### src/design/sqwt_pkg.sv
// Shared types and constants for the shell quoted word tokenizer.
`timescale 1ns / 1ps
`default_nettype none
package sqwt_pkg;

    localparam int QUEUE_DEPTH = 4;
    localparam int QUEUE_AW    = 2;
    localparam int QUEUE_CW    = QUEUE_AW + 1;

    localparam logic [7:0] CH_HASH  = 8'h23;
    localparam logic [7:0] CH_BSL   = 8'h5c;
    localparam logic [7:0] CH_SQ    = 8'h27;
    localparam logic [7:0] CH_DQ    = 8'h22;
    localparam logic [7:0] CH_LF    = 8'h0a;
    localparam logic [7:0] CH_CR    = 8'h0d;
    localparam logic [7:0] CH_TAB   = 8'h09;
    localparam logic [7:0] CH_SPACE = 8'h20;

    typedef enum logic [2:0] {
        K_BYTE = 3'd0,
        K_EOW  = 3'd1,
        K_EOL  = 3'd2,
        K_EOI  = 3'd3,
        K_ERR  = 3'd4
    } kind_t;

    typedef struct packed {
        logic        pair;
        kind_t       kind0;
        logic [7:0]  byte0;
        logic [15:0] len0;
        kind_t       kind1;
        logic [7:0]  byte1;
        logic [15:0] line;
    } cmd_t;

endpackage
`default_nettype wire

### src/design/sqwt_front.sv
// Front end: accepts input beats, runs the tokenizer state and issues result commands.
`timescale 1ns / 1ps
`default_nettype none
module sqwt_front
    import sqwt_pkg::*;
(
    input  wire logic       clk,
    input  wire logic       rst_n,
    input  wire logic       in_valid,
    output logic            in_ready,
    input  wire logic       in_kind,
    input  wire logic [7:0] in_byte,
    input  wire logic       q_full,
    output logic            push,
    output cmd_t            cmd
);

    typedef enum logic [1:0] {
        PH_BETWEEN = 2'd0,
        PH_COMMENT = 2'd1,
        PH_WORD    = 2'd2
    } phase_t;

    typedef enum logic [1:0] {
        QM_NONE   = 2'd0,
        QM_SINGLE = 2'd1,
        QM_DOUBLE = 2'd2
    } quote_t;

    function automatic logic [15:0] sat_inc(input logic [15:0] v);
        return (v == 16'hffff) ? v : v + 16'd1;
    endfunction

    phase_t      phase_reg, phase_next;
    quote_t      qm_reg, qm_next;
    logic        esc_reg, esc_next;
    logic        ws_reg, ws_next;
    logic [15:0] len_reg, len_next;
    logic [15:0] line_reg, line_next;

    logic        accept;
    logic [1:0]  n_res;
    kind_t       k0, k1;
    logic [7:0]  b0, b1;
    logic [15:0] l0;

    quote_t      wqm;
    logic        wesc, wws;
    logic [15:0] wlen;
    logic        is_lf, is_blank, is_q, do_word, keep;

    assign in_ready = !q_full;
    assign accept   = in_valid && in_ready;

    always_comb
    begin
        phase_next = phase_reg;
        qm_next    = qm_reg;
        esc_next   = esc_reg;
        ws_next    = ws_reg;
        len_next   = len_reg;
        line_next  = line_reg;
        n_res      = 2'd0;
        k0         = K_BYTE;
        k1         = K_BYTE;
        b0         = 8'd0;
        b1         = 8'd0;
        l0         = 16'd0;
        is_lf      = (in_byte == CH_LF);
        is_blank   = (in_byte == CH_SPACE) || (in_byte == CH_TAB) || (in_byte == CH_CR);
        do_word    = 1'b0;
        keep       = 1'b0;
        wqm        = (phase_reg == PH_WORD) ? qm_reg : QM_NONE;
        wesc       = (phase_reg == PH_WORD) ? esc_reg : 1'b0;
        wws        = (phase_reg == PH_WORD) ? ws_reg : 1'b0;
        wlen       = (phase_reg == PH_WORD) ? len_reg : 16'd0;
        is_q       = ((wqm == QM_SINGLE) && (in_byte == CH_SQ))
                  || ((wqm == QM_DOUBLE) && (in_byte == CH_DQ));

        if (in_kind)
        begin
            if ((phase_reg == PH_WORD) && (esc_reg || (qm_reg != QM_NONE)))
            begin
                n_res = 2'd1;
                k0    = K_ERR;
            end
            else if ((phase_reg == PH_WORD) && ws_reg)
            begin
                n_res = 2'd2;
                k0    = K_EOW;
                l0    = len_reg;
                k1    = K_EOI;
            end
            else
            begin
                n_res = 2'd1;
                k0    = K_EOI;
            end
            phase_next = PH_BETWEEN;
            qm_next    = QM_NONE;
            esc_next   = 1'b0;
            ws_next    = 1'b0;
            len_next   = 16'd0;
        end
        else
        begin
            if (is_lf)
                line_next = line_reg + 16'd1;
            if (phase_reg != PH_WORD)
            begin
                if (is_lf)
                begin
                    phase_next = PH_BETWEEN;
                    n_res      = 2'd1;
                    k0         = K_EOL;
                end
                else if ((phase_reg == PH_COMMENT) || is_blank)
                begin
                    phase_next = phase_reg;
                end
                else if (in_byte == CH_HASH)
                begin
                    phase_next = PH_COMMENT;
                end
                else
                begin
                    do_word = 1'b1;
                end
            end
            else
            begin
                do_word = 1'b1;
            end

            if (do_word)
            begin
                phase_next = PH_WORD;
                qm_next    = wqm;
                esc_next   = wesc;
                ws_next    = wws;
                len_next   = wlen;
                if (!wesc && (wqm == QM_NONE) && (is_blank || is_lf))
                begin
                    phase_next = PH_BETWEEN;
                    qm_next    = QM_NONE;
                    esc_next   = 1'b0;
                    ws_next    = 1'b0;
                    len_next   = 16'd0;
                    if (wws)
                    begin
                        k0 = K_EOW;
                        l0 = wlen;
                        if (is_lf)
                        begin
                            n_res = 2'd2;
                            k1    = K_EOL;
                        end
                        else
                        begin
                            n_res = 2'd1;
                        end
                    end
                    else if (is_lf)
                    begin
                        n_res = 2'd1;
                        k0    = K_EOL;
                    end
                end
                else if ((in_byte == CH_BSL) && !wesc && (wqm != QM_SINGLE))
                begin
                    esc_next = 1'b1;
                end
                else if (((in_byte == CH_SQ) || (in_byte == CH_DQ)) && (wqm == QM_NONE)
                         && !wesc)
                begin
                    qm_next = (in_byte == CH_SQ) ? QM_SINGLE : QM_DOUBLE;
                    ws_next = 1'b1;
                end
                else if (is_q && !wesc)
                begin
                    qm_next = QM_NONE;
                end
                else if (is_lf && wesc && (wqm != QM_SINGLE))
                begin
                    esc_next = 1'b0;
                end
                else
                begin
                    keep = wesc && (wqm != QM_NONE) && (in_byte != CH_BSL) && !is_q;
                    if (keep)
                    begin
                        n_res    = 2'd2;
                        b0       = CH_BSL;
                        b1       = in_byte;
                        len_next = sat_inc(sat_inc(wlen));
                    end
                    else
                    begin
                        n_res    = 2'd1;
                        b0       = in_byte;
                        len_next = sat_inc(wlen);
                    end
                    ws_next  = 1'b1;
                    esc_next = 1'b0;
                end
            end
        end
    end

    assign push      = accept && (n_res != 2'd0);
    assign cmd.pair  = (n_res == 2'd2);
    assign cmd.kind0 = k0;
    assign cmd.byte0 = b0;
    assign cmd.len0  = l0;
    assign cmd.kind1 = k1;
    assign cmd.byte1 = b1;
    assign cmd.line  = line_next;

    always_ff @(posedge clk or negedge rst_n)
    begin
        if (!rst_n)
        begin
            phase_reg <= PH_BETWEEN;
            qm_reg    <= QM_NONE;
            esc_reg   <= 1'b0;
            ws_reg    <= 1'b0;
            len_reg   <= 16'd0;
            line_reg  <= 16'd1;
        end
        else if (accept)
        begin
            phase_reg <= phase_next;
            qm_reg    <= qm_next;
            esc_reg   <= esc_next;
            ws_reg    <= ws_next;
            len_reg   <= len_next;
            line_reg  <= line_next;
        end
    end

endmodule
`default_nettype wire

### src/design/sqwt_queue.sv
// Command queue between the front end and the output stage.
`timescale 1ns / 1ps
`default_nettype none
module sqwt_queue
    import sqwt_pkg::*;
(
    input  wire logic  clk,
    input  wire logic  rst_n,
    input  wire logic  push,
    input  wire cmd_t  push_cmd,
    output logic       full,
    output logic       head_valid,
    output cmd_t       head_cmd,
    input  wire logic  pop,
    output logic [QUEUE_CW-1:0] count
);

    cmd_t                mem_reg [QUEUE_DEPTH];
    logic [QUEUE_AW-1:0] wr_ptr_reg, rd_ptr_reg;
    logic [QUEUE_CW-1:0] count_reg, count_next;
    logic                do_push, do_pop;

    assign full       = (count_reg == QUEUE_CW'(QUEUE_DEPTH));
    assign head_valid = (count_reg != '0);
    assign head_cmd   = mem_reg[rd_ptr_reg];
    assign count      = count_reg;
    assign do_push    = push && !full;
    assign do_pop     = pop && head_valid;

    always_comb
    begin
        count_next = count_reg;
        if (do_push && !do_pop)
            count_next = count_reg + QUEUE_CW'(1);
        else if (!do_push && do_pop)
            count_next = count_reg - QUEUE_CW'(1);
    end

    always_ff @(posedge clk)
    begin
        if (do_push)
            mem_reg[wr_ptr_reg] <= push_cmd;
    end

    always_ff @(posedge clk or negedge rst_n)
    begin
        if (!rst_n)
        begin
            wr_ptr_reg <= '0;
            rd_ptr_reg <= '0;
            count_reg  <= '0;
        end
        else
        begin
            if (do_push)
                wr_ptr_reg <= wr_ptr_reg + QUEUE_AW'(1);
            if (do_pop)
                rd_ptr_reg <= rd_ptr_reg + QUEUE_AW'(1);
            count_reg <= count_next;
        end
    end

endmodule
`default_nettype wire

### src/design/sqwt_back.sv
// Output stage: expands queued commands into result beats in an output register.
`timescale 1ns / 1ps
`default_nettype none
module sqwt_back
    import sqwt_pkg::*;
(
    input  wire logic        clk,
    input  wire logic        rst_n,
    input  wire logic        head_valid,
    input  wire cmd_t        head_cmd,
    output logic             pop,
    output logic             out_valid,
    input  wire logic        out_ready,
    output kind_t            out_kind,
    output logic [7:0]       out_byte,
    output logic [15:0]      word_len,
    output logic [15:0]      line_number,
    output logic             out_last
);

    logic        valid_reg;
    logic        second_reg;
    kind_t       kind_reg;
    logic [7:0]  byte_reg;
    logic [15:0] len_reg;
    logic [15:0] line_reg;
    logic        last_reg;
    logic        load;

    assign load = !valid_reg || out_ready;
    assign pop  = load && head_valid && (!head_cmd.pair || second_reg);

    always_ff @(posedge clk or negedge rst_n)
    begin
        if (!rst_n)
        begin
            valid_reg  <= 1'b0;
            second_reg <= 1'b0;
        end
        else if (load)
        begin
            valid_reg <= head_valid;
            if (head_valid)
                second_reg <= head_cmd.pair && !second_reg;
        end
    end

    always_ff @(posedge clk)
    begin
        if (load && head_valid)
        begin
            line_reg <= head_cmd.line;
            if (second_reg)
            begin
                kind_reg <= head_cmd.kind1;
                byte_reg <= head_cmd.byte1;
                len_reg  <= 16'd0;
                last_reg <= 1'b1;
            end
            else
            begin
                kind_reg <= head_cmd.kind0;
                byte_reg <= head_cmd.byte0;
                len_reg  <= head_cmd.len0;
                last_reg <= !head_cmd.pair;
            end
        end
    end

    assign out_valid   = valid_reg;
    assign out_kind    = kind_reg;
    assign out_byte    = byte_reg;
    assign word_len    = len_reg;
    assign line_number = line_reg;
    assign out_last    = last_reg;

endmodule
`default_nettype wire

### src/design/shell_quoted_word_tokenizer_top.sv
// Top level of the shell quoted word tokenizer: front end, command queue, output stage.
// An accepted beat's results go into the command queue, then into the output register.
// Throughput: one input beat per cycle while the queue has room; the output sends one result
// beat per cycle while ready, two beats for a two-result item; a 4-entry queue absorbs bursts.
// Input is stalled only while the command queue is full.
// Reset: asynchronous, clears tokenizer state and queue; line count restarts at one.
`timescale 1ns / 1ps
`default_nettype none
module shell_quoted_word_tokenizer_top
    import sqwt_pkg::*;
(
    input  wire logic        clk,
    input  wire logic        rst_n,
    input  wire logic        s_axis_tvalid,
    output logic             s_axis_tready,
    input  wire logic [7:0]  s_axis_tdata,   // in_byte[7:0]
    input  wire logic [0:0]  s_axis_tuser,   // kind[0]
    output logic             m_axis_tvalid,
    input  wire logic        m_axis_tready,
    output logic [39:0]      m_axis_tdata,   // out_byte[7:0], word_len[23:8],
                                             // line_number[39:24]
    output logic [2:0]       m_axis_tuser,   // out_kind[2:0]
    output logic             m_axis_tlast
);

    logic                push, q_full, head_valid, pop;
    cmd_t                push_cmd, head_cmd;
    logic [QUEUE_CW-1:0] q_count;
    kind_t               out_kind;
    logic [7:0]          out_byte;
    logic [15:0]         word_len, line_number;

    sqwt_front u_front (
        .clk      (clk),
        .rst_n    (rst_n),
        .in_valid (s_axis_tvalid),
        .in_ready (s_axis_tready),
        .in_kind  (s_axis_tuser[0]),
        .in_byte  (s_axis_tdata),
        .q_full   (q_full),
        .push     (push),
        .cmd      (push_cmd)
    );

    sqwt_queue u_queue (
        .clk        (clk),
        .rst_n      (rst_n),
        .push       (push),
        .push_cmd   (push_cmd),
        .full       (q_full),
        .head_valid (head_valid),
        .head_cmd   (head_cmd),
        .pop        (pop),
        .count      (q_count)
    );

    sqwt_back u_back (
        .clk         (clk),
        .rst_n       (rst_n),
        .head_valid  (head_valid),
        .head_cmd    (head_cmd),
        .pop         (pop),
        .out_valid   (m_axis_tvalid),
        .out_ready   (m_axis_tready),
        .out_kind    (out_kind),
        .out_byte    (out_byte),
        .word_len    (word_len),
        .line_number (line_number),
        .out_last    (m_axis_tlast)
    );

    assign m_axis_tdata = {line_number, word_len, out_byte};
    assign m_axis_tuser = out_kind;

    a_queue_bound: assert property (@(posedge clk) disable iff (!rst_n)
        q_count <= QUEUE_CW'(QUEUE_DEPTH))
        else $error("command queue count beyond depth");

    a_no_push_when_full: assert property (@(posedge clk) disable iff (!rst_n)
        q_full |-> !s_axis_tready)
        else $error("input taken while queue full");

    a_len_only_eow: assert property (@(posedge clk) disable iff (!rst_n)
        m_axis_tvalid && (out_kind != K_EOW) |-> (word_len == 16'd0))
        else $error("word length on a non end-of-word beat");

    a_byte_only_data: assert property (@(posedge clk) disable iff (!rst_n)
        m_axis_tvalid && (out_kind != K_BYTE) |-> (out_byte == 8'd0))
        else $error("byte on a non data beat");

    a_pair_tail: assert property (@(posedge clk) disable iff (!rst_n)
        m_axis_tvalid && m_axis_tready && !m_axis_tlast |=> m_axis_tvalid)
        else $error("second result of an item not presented next");

endmodule
`default_nettype wire
### config.mk
export PLATFORM = sky130hd
export DESIGN_NAME = shell_quoted_word_tokenizer_top
export DESIGN_NICKNAME = d
export VERILOG_FILES = /design/src/design/sqwt_pkg.sv /design/src/design/sqwt_front.sv /design/src/design/sqwt_queue.sv /design/src/design/sqwt_back.sv /design/src/design/shell_quoted_word_tokenizer_top.sv
export SDC_FILE = /design/constraint.sdc
export NUM_CORES = 1
export LEC_CHECK = 0
export BUFFER_PORTS_ARGS = -buffer_cell sky130_fd_sc_hd__buf_4
export CORE_ASPECT_RATIO = 0.8
export CORE_MARGIN = 3
export CORE_UTILIZATION = 39
export DETAILED_ROUTE_END_ITERATION = 8
export SLEW_MARGIN = 20
export SYNTH_ARGS = -nofsm -noshare
export SYNTH_HDL_FRONTEND = slang
export SYNTH_SLANG_ARGS = --single-unit
### constraint.sdc
create_clock -name clk -period 4.6 [get_ports clk]
set_clock_uncertainty 0.15 [all_clocks]
set_input_delay 0.46 -clock clk [delete_from_list [all_inputs] [get_ports clk]]
set_output_delay 0.46 -clock clk [all_outputs]
set_load 0.1 [all_outputs]
# ---- Word-level counts from Yosys, hierarchy flattened
# Memory sizes are Yosys's and may differ from the RTL's.
# Cells that the tools add are included.
dict set report totals {
  elab_cells 204
  mem_count 1
  latch_bits 0
  out_inout_bits 46
  input_bits 13
  romBits 0
  mem_bits_rw 220
  register_bits 91
}
dict set report classes {
  reduce_logical 54
  n_mul 0
  order_cmp 0
  add_sub_neg 7
  n_bitwise 0
  n_eq_ne 20
  n_shift 0
  n_mux 106
  div 0
}
# memory words word_bits rd rd_clocked_by_memory_dff wr line
set mem_list {}
lappend mem_list {u_queue.mem_reg 4 55 1 0 1 sqwt_queue.sv:18} ;# cmd_t mem_reg [QUEUE_DEPTH];
# op n
set op_table {}
lappend op_table {{16-bit two-way mux} 19}
lappend op_table {{8-bit two-way mux} 17}
lappend op_table {{2-bit two-way mux} 32}
lappend op_table {{16-bit by 1-bit adder with 16-bit output, second input constant} 3}
lappend op_table {{3-bit two-way mux} 15}
lappend op_table {{16-bit equality test, second input constant} 2}
lappend op_table {{8-bit by 6-bit equality test with 1-bit output, second input constant} 4}
lappend op_table {{1-bit logical AND} 25}
lappend op_table {{8-bit by 4-bit equality test with 1-bit output, second input constant} 3}
lappend op_table {{1-bit two-way mux} 23}
lappend op_table {{2-bit nonzero test} 5}
lappend op_table {{1-bit logical OR} 9}
lappend op_table {{8-bit by 7-bit equality test with 1-bit output, second input constant} 1}
lappend op_table {{1-bit logical NOT} 8}
lappend op_table {{8-bit by 7-bit != test with 1-bit output, second input constant} 1}
lappend op_table {{2-bit equality test, second input constant} 3}
lappend op_table {{3-bit nonzero test} 2}
lappend op_table {{2-bit by 1-bit adder with 2-bit output, second input constant} 2}
lappend op_table {{2-bit by 1-bit equality test with 1-bit output, second input constant} 2}
lappend op_table {{4-bit by 3-bit != test with 1-bit output, second input constant} 1}
lappend op_table {{2-bit AND reduction} 2}
lappend op_table {{4-bit AND reduction} 1}
lappend op_table {{4-bit nonzero test} 1}
lappend op_table {{3-bit by 1-bit adder with 3-bit output, second input constant} 1}
lappend op_table {{5 further kinds} 5}

# ---- Longest topological paths before layout
# Gate-level depths: netlist (run 1).
dict set report depth {
  word_depth 22
  ltp_mapped 21
  depth_no_buf 16
}

# ---- Modules after synthesis
# Synthesis (run 1) repeated with hierarchy kept, for this count alone.
dict set report unflattened {
  cells_unflattened 892
  area_unflattened_um2 13753.2
}
# mod area_each_um2 seq_area_each_um2 instances cells_per_inst
set by_module_without_submodules {}
lappend by_module_without_submodules {sqwt_queue 8345.5 6781.5 1 322}
lappend by_module_without_submodules {sqwt_front 3711.1 952.2 1 486}
lappend by_module_without_submodules {sqwt_back 1696.6 1371.3 1 84}

# ---- Worst setup path before layout (run 1)
# No wires, ideal clock.
dict set report synth_path {
  path_kind {register to register}
  startpoint {register u_back.valid_reg (netlist: u_back.out_valid)}
  endpoint {register u_queue.count_reg[1] (netlist: u_queue.count[1])}
  arrival_time_ns 4.482
  setup_time_ns 0.125
  required_ns 4.325
  path_stages_with_launch 8
  setup_slack_ns -0.156
  cell_sequence {dfrtp_1 -> a21oi_1 -> and2_1 -> inv_1 -> ha_1 -> inv_1 -> fa_1 -> mux2_2}
}
dict set report synth_between {
  elab_chain_cells 8
  word_cells_on_any_way 10
}
# element line
set synth_rtl {}
lappend synth_rtl {{start, declared} sqwt_back.sv:21} ;# logic valid_reg;
lappend synth_rtl {{start signal, assigned} sqwt_back.sv:42} ;# valid_reg <= head_valid;
lappend synth_rtl {{1-bit logical NOT} sqwt_back.sv:30} ;# assign load = !valid_reg || out_ready;
lappend synth_rtl {{1-bit logical OR} sqwt_back.sv:30}
lappend synth_rtl {{1-bit logical AND (2 in a row)} sqwt_back.sv:31} ;# assign pop = load && head_valid && (!head_cmd.pair || second_reg);
lappend synth_rtl {{1-bit logical AND} sqwt_queue.sv:28} ;# assign do_pop = pop && head_valid;
lappend synth_rtl {{1-bit logical NOT} sqwt_queue.sv:33} ;# if (do_push && !do_pop)
lappend synth_rtl {{1-bit logical AND} sqwt_queue.sv:33}
lappend synth_rtl {{3-bit two-way mux} sqwt_queue.sv:33}
lappend synth_rtl {{named net u_queue.count_next[1]} sqwt_queue.sv:20} ;# logic [QUEUE_CW-1:0] count_reg, count_next;
lappend synth_rtl {{end signal, assigned} sqwt_queue.sv:59} ;# count_reg <= count_next;
lappend synth_rtl {{end, declared} sqwt_queue.sv:20}
# The timed path passes the listed nets, and every way through them passes these cells.
# A chain may end at the register's enable or synchronous reset.

# ---- Worst setup path after layout (run 1)
dict set report layout_path {
  startpoint {register u_front.phase_reg[0]}
  endpoint {register u_front.len_reg[3]}
}
dict set report layout_between {
  elab_chain_cells 15
  word_cells_on_any_way 49
}
# element line
set layout_rtl {}
lappend layout_rtl {{start, declared} sqwt_front.sv:34} ;# phase_t phase_reg, phase_next;
lappend layout_rtl {{start signal, assigned} sqwt_front.sv:232} ;# phase_reg <= phase_next;
lappend layout_rtl {{parallel branches: the longest is 15 deep, another holds 16-bit by 1-bit adder with 16-bit output} -}
lappend layout_rtl {{end signal, assigned} sqwt_front.sv:236} ;# len_reg <= len_next;
lappend layout_rtl {{end, declared} sqwt_front.sv:38} ;# logic [15:0] len_reg, len_next;
# Parallel ways; which one is timed is not known. The select of a mux whose other input is x is not followed.

==> results of run 1 <==
-- worst max-delay path: stages (launching register included) --
cell and delay, ns:
sky130_fd_sc_hd__dfrtp_1 0.37, sky130_fd_sc_hd__nor2b_1 0.29, sky130_fd_sc_hd__nand2_1 0.14, sky130_fd_sc_hd__inv_1 0.11, sky130_fd_sc_hd__ha_1 0.16, sky130_fd_sc_hd__and3_1 0.17
sky130_fd_sc_hd__and4_1 0.26, sky130_fd_sc_hd__xnor2_1 0.18, sky130_fd_sc_hd__ha_1 0.22, sky130_fd_sc_hd__inv_1 0.06, sky130_fd_sc_hd__a2111oi_0 0.24, sky130_fd_sc_hd__a21bo_2 0.29
sky130_fd_sc_hd__a211oi_1 0.18, sky130_fd_sc_hd__nand4_1 0.33, sky130_fd_sc_hd__buf_4 0.30, sky130_fd_sc_hd__nand2_1 0.16, sky130_fd_sc_hd__o21ai_0 0.13, sky130_fd_sc_hd__o31ai_1 0.24
-- worst paths after layout --
check,cells after the start,endpoint,slack (ns)
max reg2reg,17,u_front.len_reg[3],0.51
max,17,u_front.len_reg[3],0.51
min reg2reg,1,u_front.line_reg[15],0.34
min,2,u_queue.mem_reg[3][23],0.21
min in group asynchronous,2,u_front.line_reg[13],0.41
max in group asynchronous,2,u_queue.rd_ptr_reg[0],3.37
-- logic make-up after synthesis --
kind of cell | Yosys count
buffers and inverters | 66
multiplexers | 77
adder cells (fa/ha/maj) | 10
AND/OR/NAND/NOR | 280
XOR/XNOR | 49
AO/OA/AOI/OAI | 89
flip-flops | 307
-- cell usage in the layout, fill, tap and decap left out, types with 4 or more instances in the layout --
cell type	n
sky130_fd_sc_hd__nand4_1	20
sky130_fd_sc_hd__nand3_1	35
sky130_fd_sc_hd__o21ai_0	21
sky130_fd_sc_hd__a21oi_1	12
sky130_fd_sc_hd__clkinv_2	6
sky130_fd_sc_hd__xor2_1	23
sky130_fd_sc_hd__buf_4	78
sky130_fd_sc_hd__clkbuf_1	7
sky130_fd_sc_hd__clkinv_1	4
sky130_fd_sc_hd__a31oi_1	4
sky130_fd_sc_hd__xnor2_1	26
sky130_fd_sc_hd__o22ai_1	4
sky130_fd_sc_hd__nor3_1	15
sky130_fd_sc_hd__nand2b_1	6
sky130_fd_sc_hd__ha_1	8
sky130_fd_sc_hd__o211a_1	4
sky130_fd_sc_hd__or2_2	5
sky130_fd_sc_hd__inv_1	17
sky130_fd_sc_hd__mux4_2	54
sky130_fd_sc_hd__a211oi_1	7
sky130_fd_sc_hd__nand2_1	56
sky130_fd_sc_hd__edfxtp_1	260
sky130_fd_sc_hd__and4_1	7
sky130_fd_sc_hd__bufinv_16	5
sky130_fd_sc_hd__a22o_1	4
sky130_fd_sc_hd__mux2_2	15
sky130_fd_sc_hd__and2b_2	4
sky130_fd_sc_hd__nor2_1	39
sky130_fd_sc_hd__and2_1	27
sky130_fd_sc_hd__mux2i_1	7
sky130_fd_sc_hd__clkbuf_16	35
sky130_fd_sc_hd__dfrtp_1	44
sky130_fd_sc_hd__nor4_1	4
sky130_fd_sc_hd__and2_2	8
sky130_fd_sc_hd__buf_12	5
sky130_fd_sc_hd__o21ai_1	4
sky130_fd_sc_hd__and3_1	11
sky130_fd_sc_hd__nor2b_1	23
-- metal layers --
layer	vias up	GRT usage
met1	3932	0.243
met2	238	0.233
li1	3524	-
met5	-	0
met3	40	0.0241
met4	0	0.0431
-- per-stage QoR --
stage | hold slack (ns) | cell area [um^2] | setup slack [ns] | util
floorplan | 0.0144 | 13500 | 0.324 | -
global route | 0.210 | 15700 | 0.248 | 0.464
global placement | 0.326 | 14500 | 0.637 | 0.430
detailed placement | 0.330 | 14500 | 0.610 | 0.430
finish | 0.208 | 15700 | 0.512 | 0.464
CTS | 0.186 | 15700 | 0.572 | 0.464
-- power by group --
part           internal, mW  switching [mW]
clock                  1.71            1.04
combinational          1.14            2.62
sequential             3.86           0.271
-- cell type report --
type	instances	area, um^2	share of cell area
clock buffer	44	930	0.0592
clock inverter	16	204	0.0130
inverter	17	63.8	0.00407
multi-input combinational	505	4220	0.269
sequential	307	8990	0.573
tap	465	582	0.0371
timing repair buffer	85	706	0.0450
==> results.md, run 1 <==
Synth:
- Yosys attributes the largest share of cell area to sky130_fd_sc_hd__edfxtp_1, sky130_fd_sc_hd__mux4_2, sky130_fd_sc_hd__dfrtp_1.
- The proportion of synthesized chip area in sequential cells is 0.668.
- The number of warnings issued by yosys is 0.
- The synthesized-area fraction occupied by ao, oa, aoi and oai cells is 0.0470.
- The share of synthesized area in the top cell type comes to 0.580.
- The most area-hungry cell type in the Yosys netlist is sky130_fd_sc_hd__edfxtp_1.
- The post-synthesis mux area share is 0.109.
- The basic-gate share of the synthesized area counting and, or, nand and nor cells is 0.115.
- The count of flip-flops with a built-in enable after synthesis is 260.
- The net count of the mapped netlist is 900.
- Each instance of the synthesized netlist takes up on average approximately 15 um^2.
- The most numerous cell in the Yosys netlist is sky130_fd_sc_hd__edfxtp_1.
- The most used flip-flop cell after synthesis is sky130_fd_sc_hd__edfxtp_1.
- Of the total synthesized cell area, the portion taken by full adders, half adders and majority gates is 0.00967.
- In the synthesized netlist the async set-or-reset flop fraction comes to 0.153.
- The synthesized area is around 13,000 um^2.
- In the synthesized netlist, the cells that appear most often are sky130_fd_sc_hd__edfxtp_1, sky130_fd_sc_hd__nand2_1, sky130_fd_sc_hd__mux4_2.
- After synthesis the netlist holds a flip-flop and latch count of 307.
- The number of different library cells in the post-synthesis netlist is ~70.
- The main combinational cell family by area after synthesis is simple AND/OR/NAND/NOR gates.
- The synthesized-area fraction occupied by xor and xnor cells is 0.0319.
- The number of cells produced by synthesis is 878.

Final layout:
- The area growth from synthesis to layout is 16.6%.
- The number of cells in the finished layout apart from fillers is between 1,000 and 1,500.
- Of the cells placed in the final design, the portion with a size suffix greater than 1 is 0.242.
- The layout net count is approximately 970.
- The antenna diode count is 0.
- The filler cells instantiated in the layout total a little under 3,000.
- The register with the most flip-flops in the layout has 216 of them.

Setup path:
- Of all nets on the critical path, the largest fanout is 7.
- The data arrival time of the critical path is 4.35 ns.
- The worst setup path startpoint is u_front.phase_reg[0].
- The startpoint-to-endpoint class of the critical path is flip-flop to flip-flop.
- The worst register-to-register path begins at u_front.phase_reg[0].
- The worst setup path is launched from a flip-flop.
- The required time reported for the critical path endpoint is just under 5 ns.
- The kind of capture point of the worst setup path is a flip-flop.

Pwr:
- The design draws between 10 and 15 mW.
- The analysis attributes to cell leakage a power of roughly 5.6 nW.
- The peak supply drop is between 0.3 and 0.4 mV.
- The total power density per cell area is between 600 and 700 nW/um^2.

CTS:
- CTS built an H-tree with a depth of 2.
- TritonCTS built the clock tree.
- The TritonCTS buffer count is 34.
- The number of hold buffers added after CTS was 2.
- The count of clock tree sinks is 307.
- The clock passes through at most 3 buffers.
- The number of setup buffers added after CTS is 0.
- Post-CTS repair changed the size of 0 cells.
- Clock latency on the worst-skew pair, taken at its later pin, is around 0.50 ns.
- After clock tree synthesis, the clock-pin slew on the worst setup and hold paths is 0.06 ns.
- CTS placed an instance of sky130_fd_sc_hd__clkbuf_16 at the clock tree root.

Floorplanning:
- The die boundary width is ~210 um.
- The number of rows in the core area is 60.
- The overall die area is approximately 37,000 um^2.
- The starting density of the core is 0.398.
- The core region area is 33,900 um^2.
- The chip height is 172 um.
- Pin placement for this block handled 59 I/O pins.

Place:
- The detailed-placement wirelength estimate is between 15,000 and 20,000 um.
- The number of placed instances, taps included is 1,377.
- The routability-driven placement congestion ratio is slightly below 0.9.
- The total of buffers placed on input and output ports is 58.

Timing:
- Setup violations remaining at the end of the flow were counted as 0.
- The final-report max-slew violation count is 0.
- For this run, the top clock speed supported by timing is ~240 MHz.
- The measured slew at the worst slew-check pin is approximately 0.87 ns.
- The count of final hold-check violations is 0.
- The worst pin sits at a relative slew slack of 0.416.
- In the finished design, the share of the clock period the worst path needs comes to 0.889.
- Setup repair after global routing left no endpoint under its margin.
- The summed negative setup slack over all endpoints is 0 ns.
- The minimum period implied by the final worst setup slack is ~4.1 ns.

Drt:
- For this block, the initial DRC count from the detailed router was roughly 640.
- The wire length after detailed routing is 28,600 um.
- The number of vias after detailed routing is slightly below 8,000.
- The post-route antenna net violation count is 0.
- After detailed routing, the number of remaining DRC violations is 0.
- Dividing the detail-routed wire length by the instance count gives between 15 and 20 um.
- Wire segments on met3 add up to between 1500 and 2000 um in the final route.
- The detailed router put a total of ~14,000 um of wire on met1.
- After detailed routing, the met2 layer carries about 13,000 um of wire.
- Dividing the detail-routed via count by the number of cells gives about 5.4.
- The number of search-and-repair iterations in the first detailed-routing pass is 5.
- The highest routed metal layer is met4.

Worst hold path:
- The path class of the tightest hold or removal check is primary input to flip-flop.
- The startpoint identified for the worst hold timing path is s_axis_tdata[7].

Global route:
- The total global-route track usage is 0.158.
- The total congestion overflow is 0.
- The maximum number of pins on one net before global-route repair is between 50 and 60.
- The number of antenna violations at the first check in global routing was 0.
- The via count of the first global-routing pass is 7,714.
- The first global-routing pass estimated 45,100 um of wire.

Flow run:
- Max-cap violations in this run came to 0.

Run status:
- The run finished with clean final reports.
Note: power is estimated with default switching activity, not from simulation.
==> inputs of run 2 (changes only) <==
--- a/config.mk
+++ b/config.mk
@@ -7,9 +7,10 @@
 export LEC_CHECK = 0
 export BUFFER_PORTS_ARGS = -buffer_cell sky130_fd_sc_hd__buf_4
 export CORE_ASPECT_RATIO = 0.8
-export CORE_MARGIN = 3
 export CORE_UTILIZATION = 39
 export DETAILED_ROUTE_END_ITERATION = 8
+export RECOVER_POWER = 100
+export REMOVE_ABC_BUFFERS = 1
 export SLEW_MARGIN = 20
 export SYNTH_ARGS = -nofsm -noshare
 export SYNTH_HDL_FRONTEND = slang
==> run 2 against run 1 <==
  * Register-to-register slack worse by 0.095 ns
  * Hold slack got worse by 0.015 ns
  * Combinational power fell by 4%
  * Setup slack got worse by 0.095 ns
  * Highest routed layer is now met5
  * Final area fell by 2.2%
  * The flow now finishes with violations (capacitance limit, slew limit)
  * Cell count shrank 2.5%
  * Largest cell class unchanged
  * Critical path depth is 7 lower
==> results.md, run 2 (synthesis gave the netlist of run 1 again) <==
Run status:
- The run finished, with violations left.
- The checks that failed: capacitance limit, slew limit.

Timing:
- The share of the cycle needed by the critical path after routing came to 0.909 (+0.0207).
- The final hold slack is 0.192 ns (-0.0153 ns).
- The final-report max-slew violation count is 91 (+91).
- The total of endpoints with negative setup slack in the final report is 0 (unchanged).
- Setup repair after global routing left no endpoint under its margin.
- The least setup slack across all paths after layout is 0.417 ns (-0.0951 ns).
- The remaining max-slew budget at the tightest pin was -0.811 (-1.23).
- The achievable clock frequency is 239 MHz (-2.3%).
- The minimum period implied by the final worst setup slack is 4.18 ns (+0.0951 ns).
- The measured slew at the worst slew-check pin is 2.72 ns (+1.85 ns).
- The count of final hold-check violations is 0 (unchanged).

Global route:
- The via count of the first global-routing pass is 7,868 (+2.0%).
- The total global-route track usage is 0.167 (+0.00913).
- The number of antenna violations at the first check in global routing is 1 (+1).
- The maximum number of pins on one net before global-route repair is 55 (unchanged).
- The first-pass GRT wire length is 45,800 um (+1.6%).
- The total congestion overflow is 0 (unchanged).

Floorplanning:
- The starting density of the core is 0.398 (+0.000883).
- The die boundary width was 210 um (-1.9%).
- The chip height is 168 um (-2.3%).
- The number of rows in the core area is 60 (unchanged).
- The overall die area is 35,300 um^2 (-4.2%).
- The I/O pin total is 59 (unchanged).
- The core region area was 33,800 um^2 (-0.22%).

CTS:
- The CTS tree is built.
- The clock-pin slew on the worst setup and hold paths is 0.06 ns (about the same).
- The number of setup buffers added after CTS is 0 (unchanged).
- The clock latency on the worst-skew pair is 0.51 ns (about the same).
- The number of buffers between clock root and the deepest sink is 3 (unchanged).
- The count of clock tree sinks is 307 (unchanged).
- The deepest level of the CTS H-tree is 2 (unchanged).
- The cell at the root of the clock tree is sky130_fd_sc_hd__clkbuf_16.
- The TritonCTS buffer count came to 34 (unchanged).

Setup path:
- The slack of the worst reg-to-reg path is 0.42 ns (-0.10 ns).
- The capture instance of the worst register-to-register path is u_queue.mem_reg[0][21].
- The critical path is of the flip-flop to flip-flop type.
- The data arrival time of the critical path came to 4.21 ns (-0.14 ns).
- The required time reported for the critical path endpoint came to 4.62 ns (-0.24 ns).
- The depth of the worst register-to-register path is 10 (-7).
- The startpoint identified for the worst register-to-register timing path is u_front.phase_reg[1].
- STA classifies the critical path endpoint as a flip-flop.
- The worst setup path startpoint is u_front.phase_reg[1].
- The sort of element at the start of the critical path is a flip-flop.
- The largest fanout on the critical path was 33 (+26).

Drt:
- The number of search-and-repair iterations in the first detailed-routing pass is 4 (-1).
- The number of DRC violations after detailed routing is 0 (unchanged).
- The per-cell routed wire length is 20.3 um (+2.0%).
- The detailed router's first-iteration violation count came to 671 (+5.7%).
- The wire length after detailed routing was 28,400 um (-0.53%).
- The number of vias after detailed routing is 7,733 (-0.013%).
- The post-route antenna net violation count is 0 (unchanged).
- The per-cell via count in the routed design is 5.51 (+2.6%).

Final layout:
- In the layout the commonest cells are sky130_fd_sc_hd__edfxtp_1, sky130_fd_sc_hd__nand2_1, sky130_fd_sc_hd__mux4_2, sky130_fd_sc_hd__clkbuf_1, sky130_fd_sc_hd__dfrtp_1.
- The antenna diode count is 0 (unchanged).
- The layout net count is 965 (-0.72%).
- The flip-flop count of the largest register, all copies and words added is 216 (unchanged).
- The total area of sequential cells is 8990 um^2 (about the same).
- The filler cell count came to 3,004 (+3.2%).
- The fraction of layout cells with a size suffix above 1 came to 0.168 (-0.0741).
- Relative to the synthesized area, the layout overhead comes to 14.1%.
- The most frequent standard cell in the layout excluding fill and tap cells is sky130_fd_sc_hd__edfxtp_1.
- The area occupied by multi-input gates is 4190 um^2 (-0.74%).

Place:
- The pre-CTS setup slack was 0.567 ns (-0.0429 ns).
- The detailed-placement wirelength estimate is 17,300 um (-1.3%).
- The routability-driven placement congestion ratio is 0.893 (about the same).
- The total of buffers placed on input and output ports is 58 (unchanged).

Worst hold path:
- The worst hold endpoint is u_front.qm_reg[0].
- The worst hold path begins at s_axis_tdata[2].
- The cell depth of the worst hold path is 3 (+1).
- The min-delay analysis places its worst path in the category primary input to flip-flop.

Pwr:
- The peak supply drop came to 0.496 mV (+46%).
- The total power density per cell area is 677 nW/um^2 (-0.20%).
- The standby leakage power came to 5.28 nW (-5.0%).

Flow run:
- The count of maximum capacitance violations is 2 (+2).
run 2: worst max-delay path: stages, from the launching register on:
cell and delay, ns:
sky130_fd_sc_hd__dfrtp_1 0.36, sky130_fd_sc_hd__nor2b_1 0.32, sky130_fd_sc_hd__buf_4 0.35, sky130_fd_sc_hd__o31ai_1 0.26, sky130_fd_sc_hd__o211ai_1 0.26, sky130_fd_sc_hd__and2_0 0.27, sky130_fd_sc_hd__and4_1 0.42, sky130_fd_sc_hd__or2_4 0.23
sky130_fd_sc_hd__a32oi_4 0.09, sky130_fd_sc_hd__and2b_2 0.68, sky130_fd_sc_hd__buf_6 0.43
run 2: report_power, final:
part | switching, mW | internal, mW
combinational | 2.67 | 0.945
sequential | 0.231 | 3.86
clock | 1.09 | 1.59
run 2: through the flow:
stage	area, um^2	utilization	power [mW]	std cells	TNS [ns]
3_3_place_gp	14400	0.427	8.00	1339	0
5_1_grt	15400	0.454	10.8	1403	0
2_1_floorplan	13300	-	7.05	829	-0.156
3_5_place_dp	14400	0.427	8.02	1339	0
6_report	15400	0.454	10.4	1403	0
4_1_cts	15600	0.461	10.7	1403	0
run 2: layer usage:
| layer | routed length (um) | GRT usage |
|---|---|---|
| met4 | 547 | 0.0419 |
| met1 | 13900 | 0.251 |
| met3 | 1680 | 0.0328 |
| met2 | 12200 | 0.247 |
| met5 | 9 | 0 |
run 2: how the worst max path moves through the flow:
stage | end
global route | u_queue.mem_reg[0][21]
global placement | u_queue.count[1]
finish | u_queue.mem_reg[0][21]
CTS | u_queue.mem_reg[0][42]
detailed placement | u_queue.count[1]
floorplan | u_queue.count[1]
run 2: final cells by class:
| type | instances | share of cell area |
|---|---|---|
| well taps | 434 | 0.0354 |
| repair buffers | 78 | 0.0289 |
| multi-input cells | 505 | 0.273 |
| inverters | 17 | 0.00416 |
| clock inverters | 14 | 0.00791 |
| flip-flops and latches | 307 | 0.585 |
| clock buffers | 48 | 0.0654 |
run 2: timing repair:
item	4_1_cts	5_1_grt
resized for setup	0	0
hold buffers	2	0
hold endpoints to repair	47	0
